## src/hdl/stpq_pkg.sv

```systemverilog
package stpq_pkg;

  // Request codes on the op field
  localparam logic OP_PUSH = 1'b0;
  localparam logic OP_POP  = 1'b1;

  // One task record as held in a cell
  typedef struct packed {
    logic [15:0] req;
    logic [15:0] tok;
    logic [7:0]  expert;
    logic [7:0]  prio;
  } rec_t;

  // Per-cycle commands broadcast to every cell
  typedef struct packed {
    logic push;
    logic pop;
  } cell_ctrl_t;

endpackage

```

## src/hdl/stpq_cell.sv

```systemverilog
module stpq_cell
  import stpq_pkg::*;
(
  input  logic       clk,
  input  cell_ctrl_t ctrl,
  input  rec_t       new_rec,
  input  logic       occupied,
  input  logic       prev_keep,
  input  rec_t       prev_rec,
  input  rec_t       next_rec,
  output rec_t       rec,
  output logic       keep
);

  // A held record with a strictly larger key stays put on a push
  assign keep = occupied && (rec.expert > new_rec.expert);

  always_ff @(posedge clk) begin
    if (ctrl.push) begin
      if (!keep) begin
        rec <= prev_keep ? new_rec : prev_rec;
      end
    end else if (ctrl.pop) begin
      rec <= next_rec;
    end
  end

endmodule

```

## config.mk

```make
export PLATFORM = sky130hd
export DESIGN_NAME = stpq_cell
export DESIGN_NICKNAME = d
export VERILOG_FILES = /design/src/hdl/stpq_pkg.sv /design/src/hdl/stpq_cell.sv
export SDC_FILE = /design/constraint.sdc
export NUM_CORES = 1
export LEC_CHECK = 0
export BUFFER_PORTS_ARGS = -buffer_cell sky130_fd_sc_hd__buf_2
export CAP_MARGIN = 10
export CELL_PAD_IN_SITES_DETAIL_PLACEMENT = 1
export CELL_PAD_IN_SITES_GLOBAL_PLACEMENT = 2
export CORE_AREA = 2 2 107 109
export CTS_BUF_LIST = sky130_fd_sc_hd__clkbuf_4
export DETAILED_ROUTE_END_ITERATION = 8
export DIE_AREA = 0 0 109 111
export MAX_ROUTING_LAYER = met4
export PLACE_DENSITY_LB_ADDON = 0.15
export SKIP_LAST_GASP = 1
export SYNTH_ARGS = -nofsm -noshare
export SYNTH_HDL_FRONTEND = slang
export SYNTH_SLANG_ARGS = --single-unit
```

## constraint.sdc

```tcl
create_clock -name clk -period 9.1 [get_ports clk]
set_clock_uncertainty 0.15 [all_clocks]
set_input_delay 2.275 -clock clk [delete_from_list [all_inputs] [get_ports clk]]
set_output_delay 2.275 -clock clk [all_outputs]
set_load 0.1 [all_outputs]
```

Yosys cells after proc, flatten, opt, wreduce, memory -nomap -nowiden. Index checks and enable logic that the tools add are counted.

Bits in registers: 48. Input bits: 149. Output and inout bits: 49.

$lt $le $gt $ge: 1. Equal/unequal tests: 1. Muxes and demuxes: 4. Reduce and logical (&&, ||, !) cells: 3.

Operators by type and width (number): two-way mux 48 bit (4); greater-than comparator 8 bit (1); != test 2 bit, second input constant (1); AND reduction 2 bit (1); nonzero test 2 bit (1); logical AND 1 bit (1).

Longest topological paths before layout. Gate-level depths: netlist of the first run.

Depth after elaboration: 4. Depth in mapped cells: 6. Gate-level depth less buffers: 6.

Worst setup path after synthesis of the first run. OpenSTA, ideal clock, no wires.

Path type: input -> output. From: input new_rec[14] (netlist bit). To: output keep. Arrival time: 4.411 ns. Slack: 2.264 ns. Cell stages on the path: 6. Path buffers: 0. Cell sequence: inv_1 > ha_1 > a21oi_1 > a21boi_0 > nor2_1 > a21oi_1.

Longest elaborated chain between the ends: 2.

RTL lines: from (decl) (RTL line stpq_cell.sv:6) `input rec_t new_rec,`; greater-than comparator 8 bit (RTL line stpq_cell.sv:16) `assign keep = occupied && (rec.expert > new_rec.expert);`; logical AND 1 bit (RTL line stpq_cell.sv:16); to (decl) (RTL line stpq_cell.sv:12) `output logic keep`.

Every way passes these cells.

Final worst setup path of the first run. Same ends and word-level chain as after synthesis.

==> summary by stage, run 1 <==
Status
The flow ran to the end, and the final reports show no timing, DRC or antenna violations.

Critical path
The arrival time reported for the critical path endpoint is 3.71 ns. Traced cell by cell, the critical path runs through buf_2 > inv_1 > ha_1 > a21oi_1 > a21boi_0 > nor2_1 > a21oi_1 > buf_2. The launch point of the worst path is new_rec[14]. The largest individual stage delay along the critical path comes from the cell sky130_fd_sc_hd__buf_2. STA puts the critical path data required time at 6.68 ns. The longest individual stage delay on the worst path is 0.44 ns. The startpoint identified for the worst register-to-register timing path is rec[14]. Along the worst path, the maximum fanout reaches 3. STA classifies the critical path endpoint as an output pin.

The classification of the worst setup path is in2out. The worst setup path is launched from a primary input.

Clocking
Post-CTS timing repair inserted 0 buffers for setup. The root buffer cell chosen for the clock tree is sky130_fd_sc_hd__clkbuf_4. Hold repair after CTS inserted 0 buffers. TritonCTS built the clock tree.

The longest clock path from root to sink contains 2 buffers. The count of H-tree levels built during CTS is 2. At the later pin of the worst-skew pair, clock insertion delay measures 0.35 ns. In this run, post-CTS repair resized a total of 0 instances. Counting every sink on the clock net gives 48.

The CTS buffer count is 5. After clock tree synthesis, the clock-pin slew on the worst setup and hold paths is 0.15 ns.

STA
The hold violation total from the final report came to 0. The worst path in the final design needs a cycle of 6.135 ns, including I/O delays and setup. The max-slew violation count is 0. The normalized max-slew margin is 36.96%. The setup-violating endpoint count in the final report is 0. Setup total negative slack on the finished layout was measured at 0 ns. Setup repair after global routing left no endpoint under its margin. The highest clock frequency the design can meet is 0.1630 GHz.

Of the available clock period, the critical path in the final layout requires 67.42%. For the pin with the worst max-slew slack, the measured transition is 0.9456 ns.

Detailed routing
After detailed routing, the number of remaining DRC violations is 0. After detailed routing, the total wire length is 7846 µm. The count of nets left with antenna violations once routing finished came out at 0. The via count is 2474. The number of optimization iterations in the first detailed-route pass is 4. In this run, the number of DRC markers left after iteration 0 of detailed routing was 55. The detailed-route wire length per cell is 13.72 µm. After detailed routing, the number of vias per cell comes to 4.325.

Pwr
The power after layout is 0.7146 mW. In this run the power density over the cells is 186.8 nW/µm². The analysis attributes to cell leakage a power of 1.866 nW.

The largest voltage drop on the vdd net is 0.00006561 V.

Min path
The startpoint of the worst hold path is rec[15]. The type of the worst min-delay path is reg2reg.

Floorplan
The floorplan step defined a die boundary enclosing 12100 µm². Once the floorplan was initialized, standard cells occupied 24.39% of the core. The number of standard-cell rows in the floorplan is 39. The die outline width is 109 µm. 198 I/O pins were placed. The area of the core is 11080 µm². The height of the die is 111 µm.

GRT
For this run, the total global-route usage over all layers was measured as 13.47%. The wire length of the first global-routing pass is 12450 µm. The global-route met2 utilization is 24.06%.

The layer flagged by global routing as most heavily used is met2. Global routing finished with a remaining overflow of 0. Global routing used 15.13% of the available met1 tracks. For met3 alone, demand over resource in global routing was 2.822%.

The maximum number of pins on one net before global-route repair is 99. The number of global-route vias before repair is 2595. The initial antenna violation count was 0.

Synth
The count of distinct cell types in the synthesized netlist is 19. The area fraction of the dominant cell type after synthesis is 53.36%. Synthesis inferred 48 register bits. The yosys synthesis warning count is 0. The predominant post-synthesis flop cell is sky130_fd_sc_hd__edfxtp_1. The mapped netlist covers 2701 µm².

The synthesized area per cell is 11.26 µm². The fraction of registers with async set/reset is 0%. The largest total area in the synthesized netlist belongs to sky130_fd_sc_hd__edfxtp_1.

The cell count after synthesis is 240. The number of flops mapped to enable cells by yosys is 48. Synthesis produced a netlist with a net count of 397. For this run, the register share of the synthesized area comes to 53.36%. Yosys attributes the largest share of cell area to sky130_fd_sc_hd__edfxtp_1 53%, sky130_fd_sc_hd__mux2i_1 18%, sky130_fd_sc_hd__a21oi_1 9.4%, sky130_fd_sc_hd__nor2_1 6.8%, sky130_fd_sc_hd__ha_1 3.7%.

Flow run
The number of max-capacitance violations reported is 0.

Finish
The antenna diode count is 0. The finished cells cover 3825 µm². The area overhead of the layout relative to synthesis is 41.59%. The fraction of final layout cells with drive strength greater than 1 is 48.48%. Fill cells in the final layout number 1310. The largest registers in the layout are rec (48). The register ranked first by flip-flop count is rec. After the last flow step, the layout net total stands at 587.

The register with the most flip-flops in the layout has 48 of them.

Placement
The post-placement cell area is 3757 µm². The final RePlAce weighted congestion is 0.7600. Buffers placed on the I/O ports in this run total 197.

The HPWL after detailed placement is 5964 µm.
-- cells in the mapped netlist, types with 2 or more instances --
| library cell | instances |
|---|---|
| sky130_fd_sc_hd__nand4_1 | 2 |
| sky130_fd_sc_hd__clkbuf_1 | 4 |
| sky130_fd_sc_hd__nor2_1 | 49 |
| sky130_fd_sc_hd__buf_4 | 3 |
| sky130_fd_sc_hd__buf_12 | 3 |
| sky130_fd_sc_hd__a21oi_1 | 51 |
| sky130_fd_sc_hd__a21o_1 | 2 |
| sky130_fd_sc_hd__edfxtp_1 | 48 |
| sky130_fd_sc_hd__ha_1 | 8 |
| sky130_fd_sc_hd__buf_2 | 7 |
| sky130_fd_sc_hd__mux2i_1 | 48 |
| sky130_fd_sc_hd__inv_1 | 8 |
-- final timing paths --
check	slack (ns)	cells past startpoint	end
worst max-delay path	2.96	8	keep
worst min-delay path	1.01	3	rec[5]
worst max register to register	6.45	6	rec[6]
worst min register to register	1.01	3	rec[5]
-- per-layer routing --
metal	vias up	part of all wire [%]
met4	0	0.97
met2	99	51
met3	4	7.8
li1	1252	-
met1	1119	41
met5	-	0
-- critical path: cells and delay by family --
| kind | cells | cell delay (ns) |
|---|---|---|
| buffers and inverters | 3 | 0.57 |
| adder cells (fa/ha/maj) | 1 | 0.32 |
| AO/OA/AOI/OAI | 3 | 0.47 |
| AND/OR/NAND/NOR | 1 | 0.07 |
-- area by class of cell --
class	count	area, µm²	area share (%)
flip-flops and latches	48	1441	37.68
multi-input cells	167	1099	28.72
repair buffers	200	1008	26.37
well taps	143	178.9	4.678
clock buffers	5	37.54	0.9814
clock inverters	1	30.03	0.7851
inverters	8	30.03	0.7851
-- cells by family (layout without fill, tap and decap cells) --
| kind of cell | after synthesis | count (layout) | synth area share [%] |
|---|---|---|---|
| adders and majority gates | 8 | 8 | 3.706 |
| muxes | 49 | 49 | 18.20 |
| and+or+nand+nor | 54 | 54 | 7.967 |
| DFF | 48 | 48 | 53.36 |
| buffers and inverters | 25 | 214 | 6.021 |
| AOI/OAI and AO/OA | 56 | 56 | 10.75 |
-- power by group --
part	total (mW)	leakage, nW	switching (mW)	internal [mW]
clock network	0.123	0.0371	0.0676	0.0552
logic	0.309	1.36	0.245	0.0639
registers	0.283	0.471	0.00637	0.276
total	0.715	1.87	0.319	0.395
-- cells in the final DEF (no fill, tap or decap), types with 2 or more instances in the layout --
cell,n
sky130_fd_sc_hd__buf_2,197
sky130_fd_sc_hd__ha_1,8
sky130_fd_sc_hd__nor2_1,49
sky130_fd_sc_hd__clkbuf_4,5
sky130_fd_sc_hd__a21oi_1,51
sky130_fd_sc_hd__edfxtp_1,48
sky130_fd_sc_hd__mux2i_1,48
sky130_fd_sc_hd__nand4_1,2
sky130_fd_sc_hd__buf_4,3
sky130_fd_sc_hd__inv_1,8
-- metrics by stage --
step / setup slack, ns / instances / utilization, % / hold WS [ns]
floorplan: 2.264 / 240 / - / 2.134
global placement: 2.989 / 566 / 33.92 / 0.9979
detailed placement: 2.952 / 566 / 33.92 / 0.9698
CTS: 2.944 / 572 / 34.53 / 1.030
global route: 2.835 / 572 / 34.53 / 1.086
finish: 2.965 / 572 / 34.53 / 1.008
(Power assumes the default switching activity.)
==> inputs of run 2 (changes only) <==
--- a/config.mk
+++ b/config.mk
@@ -5,14 +5,15 @@
 export SDC_FILE = /design/constraint.sdc
 export NUM_CORES = 1
 export LEC_CHECK = 0
+export ABC_AREA = 1
 export BUFFER_PORTS_ARGS = -buffer_cell sky130_fd_sc_hd__buf_2
 export CAP_MARGIN = 10
 export CELL_PAD_IN_SITES_DETAIL_PLACEMENT = 1
 export CELL_PAD_IN_SITES_GLOBAL_PLACEMENT = 2
-export CORE_AREA = 2 2 107 109
+export CORE_AREA = 2 2 114 116
 export CTS_BUF_LIST = sky130_fd_sc_hd__clkbuf_4
 export DETAILED_ROUTE_END_ITERATION = 8
-export DIE_AREA = 0 0 109 111
+export DIE_AREA = 0 0 116 118
 export MAX_ROUTING_LAYER = met4
 export PLACE_DENSITY_LB_ADDON = 0.15
 export SKIP_LAST_GASP = 1
==> constraint.sdc (replaced) <==
create_clock -name clk -period 5.7 [get_ports clk]
set_clock_uncertainty 0.15 [all_clocks]
set_input_delay 1.425 -clock clk [delete_from_list [all_inputs] [get_ports clk]]
set_output_delay 1.425 -clock clk [all_outputs]
set_load 0.1 [all_outputs]
==> run 2 against run 1 <==
Clock power is 42% higher. Critical path type unchanged. Sequential cell count stayed put. Sequential share of layout area is 0.40 points lower. Largest power group unchanged. Critical path depth is 1 higher. Synthesized cell count is 27% higher. Die area is 13% higher. Critical endpoint unchanged. Non-clock buffer count is 1 lower.
==> summary by stage, run 2 <==
Status
The run finished with clean final reports.

GRT
After global routing, the most crowded layer is met2. The wire length of the first global-routing pass is 15240 µm (+22%). The maximum number of pins on one net before global-route repair is 51 (-48%). The total overflow reported by the global router is 0 (unchanged). The met1 routing resource usage after global routing is 17.77% (+2.6 points). The number of global-route vias before repair is 2972 (+15%). The global-route met2 utilization came to 24.74% (+0.69 points).

The initial antenna violation count is 1 (+1). The met3 capacity usage during global routing was 3.656% (+0.83 points). The global router's overall resource usage is 14.77% (+1.3 points).

Clocking
TritonCTS built the clock tree. The hold buffer count at cts is 0 (unchanged). The number of clock sinks seen by CTS is 48 (unchanged). The post-cts sizing count came to 0 (unchanged). The number of post-CTS setup repair buffers is 0 (unchanged).

The count of H-tree levels built during CTS is 2 (unchanged). The cell chosen for the clock root is sky130_fd_sc_hd__clkbuf_4. The CTS buffer count came to 5 (unchanged). The maximum root-to-sink buffer count is 2 (unchanged). The source-to-sink clock delay at the later pin of the worst-skew pair is 0.37 ns (+0.02 ns). The clock edge transition at the registers on the reported setup and hold paths came to 0.15 ns (about the same).

STA
The normalized max-slew margin came to 38.34% (+1.4 points). The hold violation total from the final report is 0 (unchanged). The post-route clock period utilization is 75.39%. The final setup slack of the worst path was 1.402 ns (-1.562 ns). The max-slew violation count was 0 (unchanged).

The total negative setup slack is 0 ns (unchanged). The worst-margin pin slew is 0.9249 ns (-0.02071 ns). The tightest hold margin came to 1.168 ns (+0.1597 ns). The highest clock frequency the design can meet is 0.2327 GHz. The post-route minimum period is 4.298 ns. Setup repair after global routing left no endpoint under its margin. The setup-violating endpoint count in the final report was 0 (unchanged).

Synth
The cell count after synthesis is 305 (+27%). The number of flip-flops and latches in the synthesized netlist came to 48 (unchanged). The yosys synthesis warning count came to 0 (unchanged). Counting instances in the post-synthesis netlist gives the leading cell types as 76 x sky130_fd_sc_hd__o21ai_0, 63 x sky130_fd_sc_hd__nand2_1, 48 x sky130_fd_sc_hd__edfxtp_1.

The predominant post-synthesis flop cell is sky130_fd_sc_hd__edfxtp_1. The cell area after synthesis was 2710 µm² (+0.32%). The net count after synthesis is 462 (+16%).

The synthesized area per cell was 8.886 µm² (-21%). The area fraction of the dominant cell type after synthesis is 53.19% (-0.17 points). sky130_fd_sc_hd__o21ai_0 is the most common cell in the netlist. Ranked by total cell area, the synthesized netlist is headed by sky130_fd_sc_hd__edfxtp_1 53%, sky130_fd_sc_hd__o21ai_0 14%, sky130_fd_sc_hd__nand2_1 8.7%, sky130_fd_sc_hd__nor2_2 4.6%, sky130_fd_sc_hd__nor2_1 4.3%. The sequential-to-total area share from yosys stat is 53.19% (-0.17 points). The count of distinct cell types in the synthesized netlist came to 19 (unchanged).

The number of flops mapped to enable cells by yosys came to 48 (unchanged). The fraction of registers with async set/reset is 0% (unchanged). sky130_fd_sc_hd__edfxtp_1 takes more of the synthesized area than any other cell.

Flow run
The number of max-capacitance violations reported is 0 (unchanged).

Floorplan
The total I/O pin count is 198 (unchanged). The number of standard-cell rows in the floorplan is 41 (+5.1%). The height of the die is 118 µm (+6.3%). The initial core utilization is 21.83% (-2.6 points). The die outline width is 116 µm (+6.4%).

The area of the core is 12410 µm² (+12%). The area enclosed by the die boundary was 13690 µm² (+13%).

Placement
The number of buffers added on ports was 197 (unchanged). The number of cells after detailed placement is 656 (+16%). The HPWL after detailed placement was 6989 µm (+17%).

The worst slack after detailed placement is 1.366 ns (-1.586 ns). The final RePlAce weighted congestion was 0.7403 (-2.6%). The post-placement cell area is 3802 µm² (+1.2%).

Min path
The min-delay analysis places its worst path in the category in2reg.

Detailed routing
The total detailed-routing wirelength is 9747 µm (+24%). The via count came to 2842 (+15%). The number of antenna-violating nets in the routed design is 0 (unchanged). The number of vias per cell after detailed routing is 4.274 (-1.2%). The remaining design rule violation count came to 0 (unchanged). The number of DRC violations after detailed-routing iteration 0 is 127 (+130%).

The detailed-route wire length per cell was 14.66 µm (+6.9%). The number of optimization iterations in the first detailed-route pass is 4 (unchanged).

Critical path
The classification of the worst setup path is in2out. The endpoint type of the worst setup path is an output pin. The data required time of the worst path came to 4.12 ns (-2.56 ns). The type of element launching the critical path is a primary input. The maximum fanout encountered on the critical timing path is 2 (-1). The arrival time reported for the critical path endpoint is 2.72 ns (-0.99 ns).

Finish
The area growth from synthesis to layout is 42.66%. The final cell count without fillers came to 665 (+16%). The number of flip-flops in the largest register is 48 (unchanged). The largest registers in the layout are rec (48). The register with the most flip-flops in the final layout is rec. The library cells used most frequently in the layout, excluding fill and tap cells, are 197 x sky130_fd_sc_hd__buf_2, 76 x sky130_fd_sc_hd__o21ai_0, 62 x sky130_fd_sc_hd__nand2_1, 48 x sky130_fd_sc_hd__edfxtp_1, 31 x sky130_fd_sc_hd__nor2_1. The final cell area excluding filler cells came to 3866 µm² (+1.1%). The end-of-flow core utilization is 31.14% (-3.4 points).

The fraction of final layout cells with drive strength greater than 1 is 46.54% (-1.9 points). The library cell used most frequently in the layout, excluding fill and tap cells, is sky130_fd_sc_hd__buf_2. The final net count is 648 (+10%).

Pwr
The largest voltage drop on the vdd net is 0.00007820 V (+19%). The fraction of power spent switching nets is 46.14% (+1.5 points). The relative contribution of the clock network to total power was 16.1% (-1.1 points). The power density over cell area is 281.7 nW/µm² (+51%). The internal power is 0.5866 mW (+48%). The net switching power was 0.5026 mW (+57%). The power after layout is 1.089 mW (+52%). The part of the total power dissipated in sequential elements is 41.0% (+1.4 points). The total leakage power is 1.810 nW (-3.0%). The proportion of power drawn by combinational gates is 42.9% (-0.4 points).
## run 2: cell types whose count changed after synthesis, moves of 3 or more
| cell | before | now |
|---|---|---|
| sky130_fd_sc_hd__inv_1 | 8 | 14 |
| sky130_fd_sc_hd__buf_2 | 7 | 4 |
| sky130_fd_sc_hd__buf_12 | 3 | 0 |
| sky130_fd_sc_hd__mux2i_1 | 48 | 0 |
| sky130_fd_sc_hd__o21ai_0 | 1 | 76 |
| sky130_fd_sc_hd__nand2_1 | 0 | 63 |
| sky130_fd_sc_hd__o21ai_1 | 0 | 20 |
| sky130_fd_sc_hd__nor2_1 | 49 | 31 |
| sky130_fd_sc_hd__clkbuf_1 | 4 | 8 |
| sky130_fd_sc_hd__nor2_2 | 0 | 20 |
| sky130_fd_sc_hd__a21oi_1 | 51 | 2 |
## run 2: worst max-delay path, stage by stage
cell and delay (ns):
sky130_fd_sc_hd__buf_2 0.10, sky130_fd_sc_hd__inv_1 0.04, sky130_fd_sc_hd__ha_1 0.29, sky130_fd_sc_hd__nand2_1 0.09, sky130_fd_sc_hd__nor2_1 0.06, sky130_fd_sc_hd__a21boi_0 0.14
sky130_fd_sc_hd__nand2_1 0.09, sky130_fd_sc_hd__inv_1 0.06, sky130_fd_sc_hd__buf_2 0.42
## run 2: final timing paths
| path | from | end | slack [ns] | depth (start not counted) |
|---|---|---|---|---|
| worst min-delay path | next_rec[19] | rec[19] | 1.17 | 3 |
| worst min register to register | rec[11] | rec[15] | 1.37 | 8 |
| worst max-delay path | new_rec[15] | keep | 1.40 | 9 |
| worst max register to register | rec[15] | rec[47] | 3.04 | 8 |
## run 2: kinds of logic after synthesis
family	count (synthesis)	synth area share [%]
flip-flops	48	53.19
adder cells (fa/ha/maj)	8	3.694
AND/OR/NAND/NOR	114	17.64
buffers and inverters	35	6.833
AO/OA/AOI/OAI	100	18.65
## run 2: area by class of cell
cell class,count,area (µm²)
Fill cell,1581,8548
Clock inverter,1,8.758
Multi-Input combinational cell,222,1086
Timing Repair Buffer,199,1001
Clock buffer,7,52.55
Inverter,15,58.81
Tap cell,172,215.2
Antenna cell,1,2.502
Sequential cell,48,1441
## run 2: layer usage
metal | part of all wire (%) | vias up
met5 | 0 | -
li1 | - | 1412
met1 | 43 | 1302
met2 | 48 | 118
met4 | 1.5 | 0
met3 | 7.3 | 10
## run 2: power groups by stage
stage,Sequential [mW],Clock [mW],Combinational (mW)
3_3_place_gp,0.455,0,0.473
5_1_grt,0.451,0.201,0.496
3_5_place_dp,0.456,0,0.474
4_1_cts,0.448,0.191,0.474
2_1_floorplan,0.726,0,0.0882
6_report,0.447,0.175,0.467
